===== config.mk =====
export PLATFORM = sky130hd
export DESIGN_NAME = two_class_pair_matcher_core
export DESIGN_NICKNAME = d
export VERILOG_FILES = /design/src/rtl/core/tcpm_pkg.sv /design/src/rtl/core/two_class_pair_matcher_core.sv
export VERILOG_INCLUDE_DIRS = /design/src /design/src/rtl/core
export SDC_FILE = /design/constraint.sdc
export NUM_CORES = 1
export LEC_CHECK = 0
export BUFFER_PORTS_ARGS = -buffer_cell sky130_fd_sc_hd__buf_2
export CELL_PAD_IN_SITES_DETAIL_PLACEMENT = 0
export CELL_PAD_IN_SITES_GLOBAL_PLACEMENT = 1
export CORE_ASPECT_RATIO = 1.4
export CORE_MARGIN = 3
export CORE_UTILIZATION = 45
export CTS_CLUSTER_SIZE = 14
export DETAILED_ROUTE_END_ITERATION = 8
export PLACE_DENSITY = 0.84
export SLEW_MARGIN = 20
export SYNTH_ARGS = -nofsm -noshare
export SYNTH_HDL_FRONTEND = slang
export SYNTH_SLANG_ARGS = --single-unit

===== constraint.sdc =====
create_clock -name i_clk -period 11.3 [get_ports i_clk]
set_clock_uncertainty 0.2 [all_clocks]
set_input_delay 2.26 -clock i_clk [delete_from_list [all_inputs] [get_ports i_clk]]
set_output_delay 2.26 -clock i_clk [all_outputs]
set_load 0.01 [all_outputs]

===== src/rtl/core/two_class_pair_matcher_core_assert.svh =====
// ----------------------------------------------------------------------------
// Assertion macros for the two-class pair matcher
// Concurrent assertion wrappers, clocked on i_clk and disabled during reset.
// ----------------------------------------------------------------------------
`ifndef TWO_CLASS_PAIR_MATCHER_CORE_ASSERT_SVH
`define TWO_CLASS_PAIR_MATCHER_CORE_ASSERT_SVH

`ifndef NO_ASSERTIONS

// The property must hold at every clock edge outside reset.
`define TCPM_ASSERT(label, prop, msg) \
    label: assert property (@(posedge i_clk) disable iff (!i_rst_n) (prop)) \
        else $error(msg);

// The condition must never be true outside reset.
`define TCPM_NEVER(label, cond, msg) \
    label: assert property (@(posedge i_clk) disable iff (!i_rst_n) !(cond)) \
        else $error(msg);

`else

`define TCPM_ASSERT(label, prop, msg)
`define TCPM_NEVER(label, cond, msg)

`endif

`endif


===== src/rtl/core/tcpm_pkg.sv =====
// ----------------------------------------------------------------------------
// Two-class pair matcher package
// Sizes, outcome codes and ring pointer helpers.
// ----------------------------------------------------------------------------
`default_nettype none

package tcpm_pkg;

    localparam int RING_SLOTS = 8;
    localparam int ID_BITS    = 16;
    localparam int PTR_BITS   = $clog2(RING_SLOTS);
    localparam int ADDR_BITS  = $clog2(2 * RING_SLOTS);

    localparam int IN_DATA_BITS  = ((ID_BITS + 7) / 8) * 8;
    localparam int OUT_DATA_BITS = ((ID_BITS + 2 * PTR_BITS + 7) / 8) * 8;

    typedef logic [PTR_BITS-1:0]  t_ptr;
    typedef logic [ID_BITS-1:0]   t_id;
    typedef logic [ADDR_BITS-1:0] t_addr;
    typedef logic [1:0]           t_outcome;

    localparam t_outcome OUT_MATCHED  = 2'd0;
    localparam t_outcome OUT_QUEUED   = 2'd1;
    localparam t_outcome OUT_REJECTED = 2'd2;

    // Advance a ring pointer, wrapping at the last slot.
    function automatic t_ptr ptr_next(input t_ptr p);
        t_ptr q;
        if (p == PTR_BITS'(RING_SLOTS - 1)) begin
            q = '0;
        end else begin
            q = p + 1'b1;
        end
        return q;
    endfunction

    // Number of waiters, (tail - head) modulo the ring size.
    function automatic t_ptr ring_count(input t_ptr head, input t_ptr tail);
        logic [PTR_BITS:0] diff;
        diff = {1'b0, tail} - {1'b0, head};
        if (tail < head) begin
            diff = diff + (PTR_BITS + 1)'(RING_SLOTS);
        end
        return diff[PTR_BITS-1:0];
    endfunction

    // Memory address of a slot: class 0 in the lower half, class 1 above it.
    function automatic t_addr slot_addr(input logic cls, input t_ptr p);
        t_addr a;
        a = ADDR_BITS'(p);
        if (cls) begin
            a = a + ADDR_BITS'(RING_SLOTS);
        end
        return a;
    endfunction

endpackage

`default_nettype wire


===== src/rtl/core/two_class_pair_matcher_core.sv =====
// A queued or rejected arrival sets the output register as it is taken; a matched arrival
// first waits in the read state for the ring memory read, and then sets it.
// Throughput: one arrival per cycle while arrivals queue or are rejected and the result
// stream does not stall; a match holds arrivals during its single-port synchronous read.
// Reset: synchronous, active low; all head and tail pointers return to zero, so both queues
// start empty. The ring contents are not cleared and need no clearing pass.
// ----------------------------------------------------------------------------
// Two-class pair matcher core
// Rendezvous matcher with one circular queue of waiters per class, both held
// in a single synchronous memory.
// ----------------------------------------------------------------------------
`default_nettype none

`include "two_class_pair_matcher_core_assert.svh"

module two_class_pair_matcher_core (
    input  wire logic                                   i_clk,
    input  wire logic                                   i_rst_n,
    // Arrival stream.
    input  wire logic                                   i_s_tvalid,
    output logic                                        o_s_tready,
    // tdata, from bit 0: arrival_id.
    input  wire logic [tcpm_pkg::IN_DATA_BITS-1:0]      i_s_tdata,
    // tuser, from bit 0: arrival_class.
    input  wire logic                                   i_s_tuser,
    // Result stream.
    output logic                                        o_m_tvalid,
    input  wire logic                                   i_m_tready,
    // tdata, from bit 0: partner_id, waiting_class0, waiting_class1, zero padding.
    output logic [tcpm_pkg::OUT_DATA_BITS-1:0]          o_m_tdata,
    // tuser, from bit 0: outcome.
    output logic [1:0]                                  o_m_tuser
);

    // The sequencer has two states: waiting for an arrival, and waiting for
    // the ring memory to return the partner of a matched arrival.
    localparam logic ST_IDLE = 1'b0;
    localparam logic ST_READ = 1'b1;

    logic r_state, n_state;

    // Pointers live in flip-flops; only the identifiers live in memory.
    tcpm_pkg::t_ptr r_head0, n_head0;
    tcpm_pkg::t_ptr r_tail0, n_tail0;
    tcpm_pkg::t_ptr r_head1, n_head1;
    tcpm_pkg::t_ptr r_tail1, n_tail1;

    // Output register: it holds each result until the consumer takes it.
    logic                 r_out_valid, n_out_valid;
    tcpm_pkg::t_outcome   r_out_outcome, n_out_outcome;
    tcpm_pkg::t_id        r_out_partner, n_out_partner;
    tcpm_pkg::t_ptr       r_out_wait0, n_out_wait0;
    tcpm_pkg::t_ptr       r_out_wait1, n_out_wait1;

    // Ring memory, both classes, one access per cycle.
    tcpm_pkg::t_id  r_ring [0:2*tcpm_pkg::RING_SLOTS-1];
    tcpm_pkg::t_id  r_rd_data;
    logic           mem_wr_en;
    logic           mem_rd_en;
    tcpm_pkg::t_addr mem_addr;

    logic           in_take;
    logic           own_cls;
    tcpm_pkg::t_id  own_id;
    tcpm_pkg::t_ptr own_head, own_tail, other_head, other_tail;
    logic           other_empty;
    logic           own_full;

    // A new arrival is taken only while no read is in flight and the output
    // register is free, or is being emptied in this same cycle.
    assign o_s_tready = (r_state == ST_IDLE) && (!r_out_valid || i_m_tready);
    assign in_take    = i_s_tvalid && o_s_tready;

    assign own_cls = i_s_tuser;
    assign own_id  = i_s_tdata[tcpm_pkg::ID_BITS-1:0];

    assign own_head   = own_cls ? r_head1 : r_head0;
    assign own_tail   = own_cls ? r_tail1 : r_tail0;
    assign other_head = own_cls ? r_head0 : r_head1;
    assign other_tail = own_cls ? r_tail0 : r_tail1;

    assign other_empty = (other_head == other_tail);
    assign own_full    = (tcpm_pkg::ptr_next(own_tail) == own_head);

    always_comb begin
        n_state       = r_state;
        n_head0       = r_head0;
        n_tail0       = r_tail0;
        n_head1       = r_head1;
        n_tail1       = r_tail1;
        n_out_valid   = r_out_valid && !i_m_tready;
        n_out_outcome = r_out_outcome;
        n_out_partner = r_out_partner;
        n_out_wait0   = r_out_wait0;
        n_out_wait1   = r_out_wait1;
        mem_wr_en     = 1'b0;
        mem_rd_en     = 1'b0;
        mem_addr      = tcpm_pkg::slot_addr(own_cls, tcpm_pkg::ptr_next(own_tail));

        case (r_state)
            ST_IDLE: begin
                if (in_take) begin
                    if (!other_empty) begin
                        // Pop the oldest waiter of the other class: the head
                        // moves on first, then the slot at the new head is read.
                        if (own_cls) begin
                            n_head0 = tcpm_pkg::ptr_next(r_head0);
                        end else begin
                            n_head1 = tcpm_pkg::ptr_next(r_head1);
                        end
                        mem_rd_en = 1'b1;
                        mem_addr  = tcpm_pkg::slot_addr(!own_cls,
                                                        tcpm_pkg::ptr_next(other_head));
                        n_state   = ST_READ;
                    end else if (own_full) begin
                        n_out_valid   = 1'b1;
                        n_out_outcome = tcpm_pkg::OUT_REJECTED;
                        n_out_partner = '0;
                    end else begin
                        // Join the own queue at the slot after the tail.
                        if (own_cls) begin
                            n_tail1 = tcpm_pkg::ptr_next(r_tail1);
                        end else begin
                            n_tail0 = tcpm_pkg::ptr_next(r_tail0);
                        end
                        mem_wr_en     = 1'b1;
                        n_out_valid   = 1'b1;
                        n_out_outcome = tcpm_pkg::OUT_QUEUED;
                        n_out_partner = '0;
                    end
                end
            end
            ST_READ: begin
                // The partner identifier is now in the read register.
                n_out_valid   = 1'b1;
                n_out_outcome = tcpm_pkg::OUT_MATCHED;
                n_out_partner = r_rd_data;
                n_state       = ST_IDLE;
            end
            default: begin
                n_state = ST_IDLE;
            end
        endcase

        // A new result's waiting counts reflect the pointers after this step; a held result keeps its counts.
        if (n_out_valid && !(r_out_valid && !i_m_tready)) begin
            n_out_wait0 = tcpm_pkg::ring_count(n_head0, n_tail0);
            n_out_wait1 = tcpm_pkg::ring_count(n_head1, n_tail1);
        end
    end

    always_ff @(posedge i_clk) begin
        if (!i_rst_n) begin
            r_state     <= ST_IDLE;
            r_head0     <= '0;
            r_tail0     <= '0;
            r_head1     <= '0;
            r_tail1     <= '0;
            r_out_valid <= 1'b0;
        end else begin
            r_state     <= n_state;
            r_head0     <= n_head0;
            r_tail0     <= n_tail0;
            r_head1     <= n_head1;
            r_tail1     <= n_tail1;
            r_out_valid <= n_out_valid;
        end
    end

    always_ff @(posedge i_clk) begin
        r_out_outcome <= n_out_outcome;
        r_out_partner <= n_out_partner;
        r_out_wait0   <= n_out_wait0;
        r_out_wait1   <= n_out_wait1;
    end

    // Synchronous ring memory with registered read data.
    always_ff @(posedge i_clk) begin
        if (mem_wr_en) begin
            r_ring[mem_addr] <= own_id;
        end
        if (mem_rd_en) begin
            r_rd_data <= r_ring[mem_addr];
        end
    end

    assign o_m_tvalid = r_out_valid;
    assign o_m_tuser  = r_out_outcome;
    assign o_m_tdata  = tcpm_pkg::OUT_DATA_BITS'({r_out_wait1, r_out_wait0, r_out_partner});

    // A match always passes through the read state, waiting for the memory, before its result.
    `TCPM_ASSERT(a_match_reads, (in_take && !other_empty) |=> (r_state == ST_READ),
                 "matched arrival did not start a ring read")
    // An arrival queues only while the other class is empty.
    `TCPM_NEVER(a_one_side_waits, (r_head0 != r_tail0) && (r_head1 != r_tail1),
                "both classes hold waiters")
    // The read result always finds the output register free.
    `TCPM_NEVER(a_out_free_on_read, (r_state == ST_READ) && r_out_valid,
                "output register busy when partner read returned")
    // No arrival is taken while a read is in flight.
    `TCPM_NEVER(a_no_take_in_read, (r_state == ST_READ) && in_take,
                "arrival taken during a ring read")

endmodule

`default_nettype wire

Yosys cells after proc, flatten, opt, wreduce, memory -nomap -nowiden
Memories as Yosys holds them, arrays and structs flattened. A register that Yosys moved wholly into a read port is not among the register bits. Cells that the tools add are included.

Bits in registers: 38. Bits in latches: 0. Bits in writable memories: 256. ROM bits: 0. Input port bits: 21. Output and inout port bits: 28. Logic and storage cells: 103. Memories kept: 1.

$add $sub $neg: 12. Multiply operators: 0. Divide/modulo/power cells: 0. Magnitude comparators: 2. Equality and inequality tests: 10. Shift-type cells: 0. Mux-type cells: 58. Bitwise logic cells: 1. Reduce and logical (&&, ||, !) cells: 9.

Memories: r_ring (words 16, bits a word 16, read ports 1, clocked after Yosys merged registers in 1, wr ports 1, RTL line two_class_pair_matcher_core.sv:56) `tcpm_pkg::t_id r_ring [0:2*tcpm_pkg::RING_SLOTS-1];`.

Operators with widths (count): $mux 3 (33); $mux 16 (2); $pmux 16 s2 (1); $add 3x1->3 const B (8); $mux 4 (5); $eq 3x3->1 const B (6); $mux 1 (11); $add 3x4->4 const B (2); $eq 3x3->1 (2); $lt 3x3->1 (2); $mux 2 (3); $sub 3x3->3 (2); $logic_and 1x1->1 (4); $ne 2x2->1 const B (2); $pmux 1 s2 (2); $pmux 2 s2 (1); $logic_not 1->1 (3); $reduce_and 2->1 (1); $logic_or 1x1->1 (1); $not 1->1 (1).

Depth between registers and ports, before layout
Gate-level depths: netlist of the first run.

Word-level depth: 11. Gate-level depth with buffers: 16. Mapped depth without buffers: 12.

Worst setup path after synthesis of the first run
Ideal clock, no wire load.

Path type: input to register. Start point: in i_s_tuser. End point: reg r_out_wait0[2], data pin. Setup time: 0.262 ns. Arrival: 5.693 ns. Required time: 10.838 ns. Setup slack: 5.145 ns. Stages on the path: 16. Buffers on the path: 4. Cell sequence: buf_2 buf_2 mux2i_1 inv_1 clkbuf_1 clkbuf_1 ha_1 xnor2_1 a211oi_1 a2111oi_2 mux2i_1 ha_1 inv_1 fa_1 xor2_1 xnor2_1.

Longest elaborated chain between the ends: 11. Elaborated cells between the ends (all ways): 22. Classes of those cells: add/sub (3); order compare (1); eq/ne (3); mux (15).

RTL lines: from (decl) (RTL line two_class_pair_matcher_core.sv:25) `input wire logic i_s_tuser,`; $mux 3 (RTL line two_class_pair_matcher_core.sv:78) `assign own_tail = own_cls ? r_tail1 : r_tail0;`; $add 3x1->3 / $eq 3x3->1 (equally long branches) (RTL line tcpm_pkg.sv:32, tcpm_pkg.sv:29); $mux 3 (RTL line tcpm_pkg.sv:29) `if (p == PTR_BITS'(RING_SLOTS - 1)) begin`; $eq 3x3->1 (RTL line two_class_pair_matcher_core.sv:83) `assign own_full = (tcpm_pkg::ptr_next(own_tail) == own_head);`; $mux 3 (RTL line two_class_pair_matcher_core.sv:115) `end else if (own_full) begin`; $mux 3 (RTL line two_class_pair_matcher_core.sv:103) `if (!other_empty) begin`; $mux 3 (RTL line two_class_pair_matcher_core.sv:102) `if (in_take) begin`; $mux 3 (RTL line two_class_pair_matcher_core.sv:100) `case (r_state)`; $sub 3x3->3 (RTL line tcpm_pkg.sv:40) `diff = {1'b0, tail} - {1'b0, head};`; $add 3x1->3 (RTL line tcpm_pkg.sv:42) `diff = diff + (PTR_BITS + 1)'(RING_SLOTS);`; $mux 3 (*) (RTL line tcpm_pkg.sv:41) `if (tail < head) begin`; to (signal assigned) (RTL line two_class_pair_matcher_core.sv:173) `r_out_wait0 <= n_out_wait0;`; to (decl) (RTL line two_class_pair_matcher_core.sv:52) `tcpm_pkg::t_ptr r_out_wait0, n_out_wait0;`.

Every way passes the cells marked *; elsewhere a longest branch is shown, timed or not. A chain may end at the register's enable or synchronous reset.

Worst setup path in the final report of the first run
Start point: in i_s_tuser. End point: mem r_ring[13][15] (netlist name), enable pin.

Longest elaborated chain between the ends: 11. Elaborated cells between the ends (all ways): 28. Classes of those cells: add/sub (4); eq/ne (4); mux (20).

RTL lines: $mux 3 (RTL line two_class_pair_matcher_core.sv:79) `assign other_head = own_cls ? r_head0 : r_head1;`; $add 3x1->3 / $eq 3x3->1 (equally long branches) (RTL line tcpm_pkg.sv:32, tcpm_pkg.sv:29); $mux 3 (RTL line tcpm_pkg.sv:29); $mux 3 (RTL line two_class_pair_matcher_core.sv:103); $mux 3 (RTL line two_class_pair_matcher_core.sv:102); $mux 3 (RTL line two_class_pair_matcher_core.sv:100); $add 3x4->4 (RTL line tcpm_pkg.sv:52) `a = a + ADDR_BITS'(RING_SLOTS);`; $mux 4 (RTL line tcpm_pkg.sv:51) `if (cls) begin`; $mux 4 (RTL line two_class_pair_matcher_core.sv:103); $mux 4 (RTL line two_class_pair_matcher_core.sv:102); $mux 4 (RTL line two_class_pair_matcher_core.sv:100); to (decl) (RTL line two_class_pair_matcher_core.sv:56).

Parallel ways exist; a longest one is shown, timed or not. The select of a mux whose other input is x is not followed.

==> results of run 1 <==
worst max-delay path, stage by stage:
cell and delay, ns:
buf_2 0.37, mux2i_4 0.33, buf_12 0.53, inv_4 0.48, ha_1 0.51, xnor2_1 0.20
a211oi_1 0.13, a211oi_1 0.63, nand3_1 0.43, nor2_2 0.90
state kept, by name (all words and copies together), names as in the netlist:
register / cells
r_head1: 3
r_tail1: 3
o_m_tvalid: 1
r_rd_data: 16
r_tail0: 3
r_ring: 256
o_m_tuser: 2
r_head0: 3
r_out_wait0: 3
r_out_wait1: 3
r_state: 1
r_out_partner: 16
final cells by class:
class	instances	area (um^2)	share of cell area
flip-flops and latches	310	9170	0.509
well taps	467	584	0.0324
clock buffers	38	759	0.0422
repair buffers	65	398	0.0221
multi-input cells	1133	6960	0.386
clock inverters	10	98.8	0.00549
inverters	10	43.8	0.00243
power breakdown:
part           leakage [nW]  internal, mW  total (mW)  switching [mW]
Clock                 0.419         0.514       0.930           0.416
Sequential             2.80          1.30        1.31          0.0149
Combinational          2.68         0.133       0.511           0.378
synthesized netlist by cell type, types with 8 or more instances:
master,instances,area (um^2)
a32oi_1,126,1100
ha_1,12,150
o22ai_1,65,407
nor4_1,129,807
mux2i_1,11,110
clkbuf_1,136,510
nor2_1,27,101
a211oi_1,126,946
buf_2,26,130
or4_1,17,128
edfxtp_1,296,8890
nand2_1,385,1450
nor2b_1,9,56.3
dfxtp_1,14,280
xnor2_1,11,96.3
and2_1,143,895
inv_1,8,30.0
per-layer routing:
metal / up-vias / share of wire
met3: 110 / 0.090
met5: - / 0.00025
met2: 869 / 0.49
met1: 6628 / 0.39
li1: 6085 / -
met4: 2 / 0.030
logic make-up after synthesis:
group,count (synthesis)
compound gates,351
xor+xnor,17
fa+ha+maj,14
buf+inv,181
flops,310
mux,17
other cells,1
simple gates,732
how the worst max path moves through the flow:
stage | startpoint | to | slack (ns) | cells after the start
final | i_s_tuser | r_ring[13][15]$_DFFE_PP_ | 4.41 | 10
after global routing | i_s_tuser | r_ring[5][3]$_DFFE_PP_ | 4.15 | 10
after CTS | i_s_tuser | r_ring[15][6]$_DFFE_PP_ | 4.53 | 10
after detailed placement | i_s_tuser | r_ring[5][2]$_DFFE_PP_ | 3.97 | 10
after global placement | i_s_tuser | r_ring[12][2]$_DFFE_PP_ | 4.07 | 10
after floorplan | i_s_tuser | r_out_wait0[2]$_DFFE_PP_ | 5.15 | 16
==> impl_metrics.xml, run 1 <==
<?xml version="1.0" encoding="UTF-8"?>
<metrics>
  <group name="flow_run">
    <metric name="cap_viol_max_count" unit="">0</metric>
  </group>
  <group name="grt">
    <metric name="grt_pass1_wl" unit="um">79100</metric>
    <metric name="grt_use_met2" unit="">0.432</metric>
    <metric name="grt_use_total" unit="">0.255</metric>
    <metric name="grt_start_max_net_pins" unit="">137</metric>
    <metric name="grt_max_usage_layer" unit="">met2</metric>
    <metric name="first_global_vias" unit="">12900</metric>
    <metric name="grt_use_met3" unit="">0.0296</metric>
    <metric name="grt.overflow.total" unit="">0</metric>
    <metric name="antenna_found_initial" unit="">1</metric>
    <metric name="grtUsageMet1" unit="">0.343</metric>
  </group>
  <group name="hold_path">
    <metric name="holdCritPathClass" unit="">reg2reg</metric>
    <metric name="hold_path_startpoint" unit="">r_rd_data[6]$_DFFE_PP_</metric>
    <metric name="holdPathEnd" unit="">r_out_partner[6]$_SDFFCE_PN0P_</metric>
    <metric name="worstHoldPathCells" unit="">1</metric>
  </group>
  <group name="floorplanning">
    <metric name="rows" unit="">83</metric>
    <metric name="core" unit="mm^2">0.0368</metric>
    <metric name="initial_utilization" unit="">0.456</metric>
    <metric name="floorplan.die.width" unit="um">169</metric>
    <metric name="fp.dieArea" unit="mm^2">0.0397</metric>
    <metric name="pin_count" unit="">49</metric>
    <metric name="fp.dieH" unit="um">234</metric>
  </group>
  <group name="synth">
    <metric name="synthesis.instances" unit="">1623</metric>
    <metric name="synthAdderAreaFrac" unit="">0.0113</metric>
    <metric name="synth_mux_area_frac" unit="">0.0107</metric>
    <metric name="syn_area_per_cell" unit="um^2">10.3</metric>
    <metric name="combinational_family_with_the_most_area_after_synthesis" unit="">simple AND/OR/NAND/NOR gates</metric>
    <metric name="post_synth_edffs" unit="">296</metric>
    <metric name="synth-async-reset-ratio" unit="">0</metric>
    <metric name="synth.yosys.seq_area_share" unit="">0.547</metric>
    <metric name="synth.lib_cells_used.distinct" unit="">52</metric>
    <metric name="synth_area" unit="mm^2">0.0168</metric>
    <metric name="synthFlopType" unit="">edfxtp_1</metric>
    <metric name="synth_xor_area_frac" unit="">0.00888</metric>
    <metric name="yosysWarnings" unit="">0</metric>
    <metric name="synth.ff_latch_count" unit="">310</metric>
    <metric name="synth_compound_gate_area_share" unit="">0.165</metric>
    <metric name="synth_simple_gate_area_share" unit="">0.214</metric>
  </group>
  <group name="critical_path">
    <metric name="rr_startpoint" unit="">r_tail1[0]$_SDFF_PN0_</metric>
    <metric name="worst_r2r_endpoint" unit="">r_ring[13][15]$_DFFE_PP_</metric>
    <metric name="crit_fanout" unit="">128</metric>
    <metric name="critical_path.endpoint_type" unit="">flop</metric>
    <metric name="critPathLaunchType" unit="">input port</metric>
    <metric name="worst_reg_to_reg_path_cell_count" unit="">9</metric>
    <metric name="crit_arrival" unit="ns">6.87</metric>
    <metric name="r2r_setup_slack" unit="ns">6.22</metric>
    <metric name="setup_crit_path_kind" unit="">in2reg</metric>
    <metric name="worst_ep_required_time" unit="ns">11.28</metric>
  </group>
  <group name="clock_network">
    <metric name="max_clock_buf_depth" unit="">3</metric>
    <metric name="cts_inserted_buffers" unit="">29</metric>
    <metric name="clk_pin_slew" unit="ns">0.06</metric>
    <metric name="tritoncts" unit="">yes</metric>
    <metric name="post_cts.repair.setup_buffers" unit="">0</metric>
    <metric name="cts_root_buffer" unit="">clkbuf_16</metric>
    <metric name="clk_latency_worst_skew_pair" unit="ns">0.57</metric>
    <metric name="htreeDepth" unit="">1</metric>
    <metric name="total_of_cells_resized_after_clock_tree_synthesis" unit="">0</metric>
    <metric name="hold_buffers" unit="">0</metric>
    <metric name="clkSinkCount" unit="">310</metric>
  </group>
  <group name="timing">
    <metric name="relSlewSlack" unit="">0.296</metric>
    <metric name="setup_repair_after_global_routing_missed_its_margin" unit="">false</metric>
    <metric name="slew_viol_final" unit="">0</metric>
    <metric name="worstMarginPinSlew" unit="ns">1.05</metric>
    <metric name="worst_slack" unit="ns">4.41</metric>
    <metric name="finalWorstPathRequiredPeriod" unit="ns">6.89</metric>
    <metric name="timing.fmax" unit="MHz">145</metric>
    <metric name="hold-worst-slack" unit="ns">0.366</metric>
    <metric name="timing.final.hold_violations" unit="">0</metric>
    <metric name="period_share" unit="">0.610</metric>
    <metric name="final.setup.tns" unit="ns">0</metric>
    <metric name="final-setup-viol-count" unit="">0</metric>
  </group>
  <group name="power">
    <metric name="power_density" unit="mW/mm^2">153</metric>
    <metric name="power_leakage" unit="nW">5.91</metric>
    <metric name="peakVddDrop" unit="mV">0.101</metric>
    <metric name="post-layout-total-power" unit="mW">2.75</metric>
  </group>
  <group name="routing">
    <metric name="remaining_drc_errors" unit="">0</metric>
    <metric name="detail_route.wl_per_cell" unit="um">25.8</metric>
    <metric name="antenna_violating_nets_post_route" unit="">0</metric>
    <metric name="detail_route.wirelength" unit="um">52400</metric>
    <metric name="route.detailed.vias_per_inst" unit="">6.74</metric>
    <metric name="drt_iter0_drc" unit="">1904</metric>
    <metric name="drt_pre_antenna_iters" unit="">6</metric>
    <metric name="via_count" unit="">13700</metric>
  </group>
  <group name="final_layout">
    <metric name="nFillCells" unit="">3269</metric>
    <metric name="area_growth" unit="%">7.43</metric>
    <metric name="layout.cells.most_common" unit="">nand2_1</metric>
    <metric name="num-nets-final" unit="">1584</metric>
    <metric name="antenna_cells_inserted" unit="">0</metric>
    <metric name="final_util" unit="">0.490</metric>
    <metric name="final_layout_size_suffix_gt1_frac" unit="">0.0900</metric>
    <metric name="finalInstanceArea" unit="mm^2">0.0180</metric>
    <metric name="layoutNonFillerInstCount" unit="">2033</metric>
    <metric name="mostFrequentLayoutCells" unit="">nand2_1, edfxtp_1, and2_1, nor4_1</metric>
  </group>
  <group name="place">
    <metric name="detailed_place_hpwl" unit="um">29100</metric>
    <metric name="place.port_buffers" unit="">46</metric>
    <metric name="placed_area" unit="mm^2">0.0172</metric>
    <metric name="place_inst" unit="">1985</metric>
    <metric name="preCtsSetupSlack" unit="ns">3.97</metric>
    <metric name="gpl.final_weighted_congestion" unit="">0.893</metric>
  </group>
  <group name="status">
    <metric name="outcome" unit="">finished, final reports clean</metric>
  </group>
</metrics>
(Power assumes the default switching activity.)
==> run 2: changes to the inputs <==
- clock period: 11.3 -> 6.75 ns (I/O delays scaled with it)
==> impl_metrics.xml, run 2 (synthesized netlist as in run 1, its figures left out) <==
<?xml version="1.0" encoding="UTF-8"?>
<metrics>
  <group name="routing">
    <metric name="detail_route.wl_per_cell" unit="um">25.9</metric>
    <metric name="remaining_drc_errors" unit="">0</metric>
    <metric name="via_count" unit="">13900</metric>
    <metric name="route.detailed.vias_per_inst" unit="">6.78</metric>
    <metric name="drt_pre_antenna_iters" unit="">6</metric>
    <metric name="detail_route.wirelength" unit="um">53100</metric>
    <metric name="antenna_violating_nets_post_route" unit="">0</metric>
    <metric name="drt_iter0_drc" unit="">2032</metric>
  </group>
  <group name="clock_network">
    <metric name="hold_buffers" unit="">0</metric>
    <metric name="cts_root_buffer" unit="">clkbuf_16</metric>
    <metric name="clkSinkCount" unit="">310</metric>
    <metric name="htreeDepth" unit="">1</metric>
    <metric name="tritoncts" unit="">yes</metric>
    <metric name="total_of_cells_resized_after_clock_tree_synthesis" unit="">0</metric>
    <metric name="post_cts.repair.setup_buffers" unit="">0</metric>
    <metric name="clk_pin_slew" unit="ns">0.06</metric>
    <metric name="max_clock_buf_depth" unit="">3</metric>
    <metric name="clk_latency_worst_skew_pair" unit="ns">0.57</metric>
    <metric name="cts_inserted_buffers" unit="">28</metric>
  </group>
  <group name="grt">
    <metric name="antenna_found_initial" unit="">3</metric>
    <metric name="grtUsageMet1" unit="">0.344</metric>
    <metric name="grt_use_total" unit="">0.257</metric>
    <metric name="grt_max_usage_layer" unit="">met2</metric>
    <metric name="grt_use_met2" unit="">0.427</metric>
    <metric name="first_global_vias" unit="">12900</metric>
    <metric name="grt_start_max_net_pins" unit="">135</metric>
    <metric name="grt_use_met3" unit="">0.0403</metric>
    <metric name="grt.overflow.total" unit="">0</metric>
    <metric name="grt_pass1_wl" unit="um">80000</metric>
  </group>
  <group name="critical_path">
    <metric name="crit_arrival" unit="ns">4.90</metric>
    <metric name="worst_path_max_delay_cell" unit="">nor2_2</metric>
    <metric name="timing.critical_path.max_delay_family" unit="">buffers and inverters</metric>
    <metric name="critPathBufInv" unit="">4</metric>
    <metric name="timing.critical_path.cells" unit="">buf_2, mux2i_4, inv_4, buf_4, buf_4, a31oi_1, nor2_1, nand3_1, nor2_2</metric>
    <metric name="crit_fanout" unit="">49</metric>
    <metric name="critical_path.endpoint_type" unit="">flop</metric>
    <metric name="critPathLaunchType" unit="">input port</metric>
    <metric name="setup_crit_path_kind" unit="">in2reg</metric>
    <metric name="most_used_cell_along_the_critical_path" unit="">buf_4</metric>
    <metric name="cp_slowest_stage_delay" unit="ns">0.91</metric>
    <metric name="worst_ep_required_time" unit="ns">6.73</metric>
  </group>
  <group name="floorplanning">
    <metric name="core" unit="mm^2">0.0368</metric>
    <metric name="fp.dieH" unit="um">234</metric>
    <metric name="pin_count" unit="">49</metric>
    <metric name="fp.dieArea" unit="mm^2">0.0397</metric>
    <metric name="rows" unit="">83</metric>
    <metric name="initial_utilization" unit="">0.456</metric>
    <metric name="floorplan.die.width" unit="um">169</metric>
  </group>
  <group name="timing">
    <metric name="final.setup.tns" unit="ns">0</metric>
    <metric name="worstMarginPinSlew" unit="ns">1.15</metric>
    <metric name="timing.fmax" unit="MHz">203</metric>
    <metric name="worst_slack" unit="ns">1.83</metric>
    <metric name="relSlewSlack" unit="">0.234</metric>
    <metric name="timing.final.hold_violations" unit="">0</metric>
    <metric name="slew_viol_final" unit="">0</metric>
    <metric name="final-setup-viol-count" unit="">0</metric>
    <metric name="setup_repair_after_global_routing_missed_its_margin" unit="">false</metric>
    <metric name="finalWorstPathRequiredPeriod" unit="ns">4.92</metric>
    <metric name="period_share" unit="">0.729</metric>
  </group>
  <group name="final_layout">
    <metric name="area_growth" unit="%">8.51</metric>
    <metric name="largest-register" unit="">r_ring</metric>
    <metric name="multi_input_area" unit="mm^2">0.00699</metric>
    <metric name="nFillCells" unit="">3262</metric>
    <metric name="layout_top_registers" unit="">r_ring x256, r_out_partner x16, r_rd_data x16</metric>
    <metric name="layout.cells.most_common" unit="">nand2_1</metric>
    <metric name="register_area" unit="mm^2">0.00917</metric>
    <metric name="mostFrequentLayoutCells" unit="">nand2_1, edfxtp_1, and2_1, nor4_1</metric>
    <metric name="num-nets-final" unit="">1604</metric>
    <metric name="final_layout_size_suffix_gt1_frac" unit="">0.103</metric>
    <metric name="largest_register_ff_count" unit="">256</metric>
  </group>
  <group name="place">
    <metric name="gpl.final_weighted_congestion" unit="">0.846</metric>
    <metric name="preCtsSetupSlack" unit="ns">1.30</metric>
    <metric name="detailed_place_hpwl" unit="um">28600</metric>
    <metric name="place.port_buffers" unit="">46</metric>
  </group>
  <group name="status">
    <metric name="outcome" unit="">finished, final reports clean</metric>
  </group>
  <group name="flow_run">
    <metric name="cap_viol_max_count" unit="">0</metric>
  </group>
  <group name="hold_path">
    <metric name="holdCritPathClass" unit="">reg2reg</metric>
  </group>
  <group name="power">
    <metric name="power_density" unit="mW/mm^2">250</metric>
    <metric name="peakVddDrop" unit="mV">0.176</metric>
    <metric name="power_leakage" unit="nW">5.98</metric>
  </group>
</metrics>
[run 2: power breakdown]
part	total, mW	internal, mW	switching (mW)
Clock	1.51	0.817	0.694
Sequential	2.20	2.17	0.0272
Combinational	0.835	0.231	0.604
Total	4.54	3.22	1.33
[run 2: metrics by stage]
| stage | power (mW) | cell area (um^2) | instances | hold WS [ns] | utilization |
|---|---|---|---|---|---|
| 2_1_floorplan | 2.78 | 16800 | 1624 | 0.303 | - |
| 3_3_place_gp | 3.04 | 17300 | 2006 | 0.310 | 0.471 |
| 3_5_place_dp | 3.05 | 17300 | 2006 | 0.322 | 0.472 |
| 4_1_cts | 4.54 | 18200 | 2054 | 0.336 | 0.494 |
| 5_1_grt | 4.69 | 18200 | 2054 | 0.342 | 0.495 |
| 6_report | 4.54 | 18200 | 2055 | 0.330 | 0.495 |
[run 2: worst paths after layout]
kind | end | cells past startpoint | slack [ns] | start
setup reg to reg | r_rd_data[13]$_DFFE_PP_ | 7 | 2.37 | r_tail1[0]$_SDFF_PN0_
hold reg to reg | r_out_partner[2]$_SDFFCE_PN0P_ | 1 | 0.33 | r_rd_data[2]$_DFFE_PP_
hold / removal | r_out_partner[2]$_SDFFCE_PN0P_ | 1 | 0.33 | r_rd_data[2]$_DFFE_PP_
setup / recovery | r_ring[8][5]$_DFFE_PP_ | 9 | 1.83 | i_s_tuser
[run 2: final cells by class]
cell class	count	area share
inverter	10	0.00241
multi-input combinational	1133	0.384
antenna	1	0.000138
clock buffer	36	0.0413
clock inverter	12	0.00454
timing repair buffer	86	0.0312
sequential	310	0.504
tap	467	0.0321
[run 2: routing by layer]
layer	share of wire	vias to the layer above	wire (um)
li1	-	6125	-
met1	0.39	6784	20900
met2	0.48	874	25600
met3	0.087	138	4600
met4	0.038	2	2030
met5	0.00024	-	13
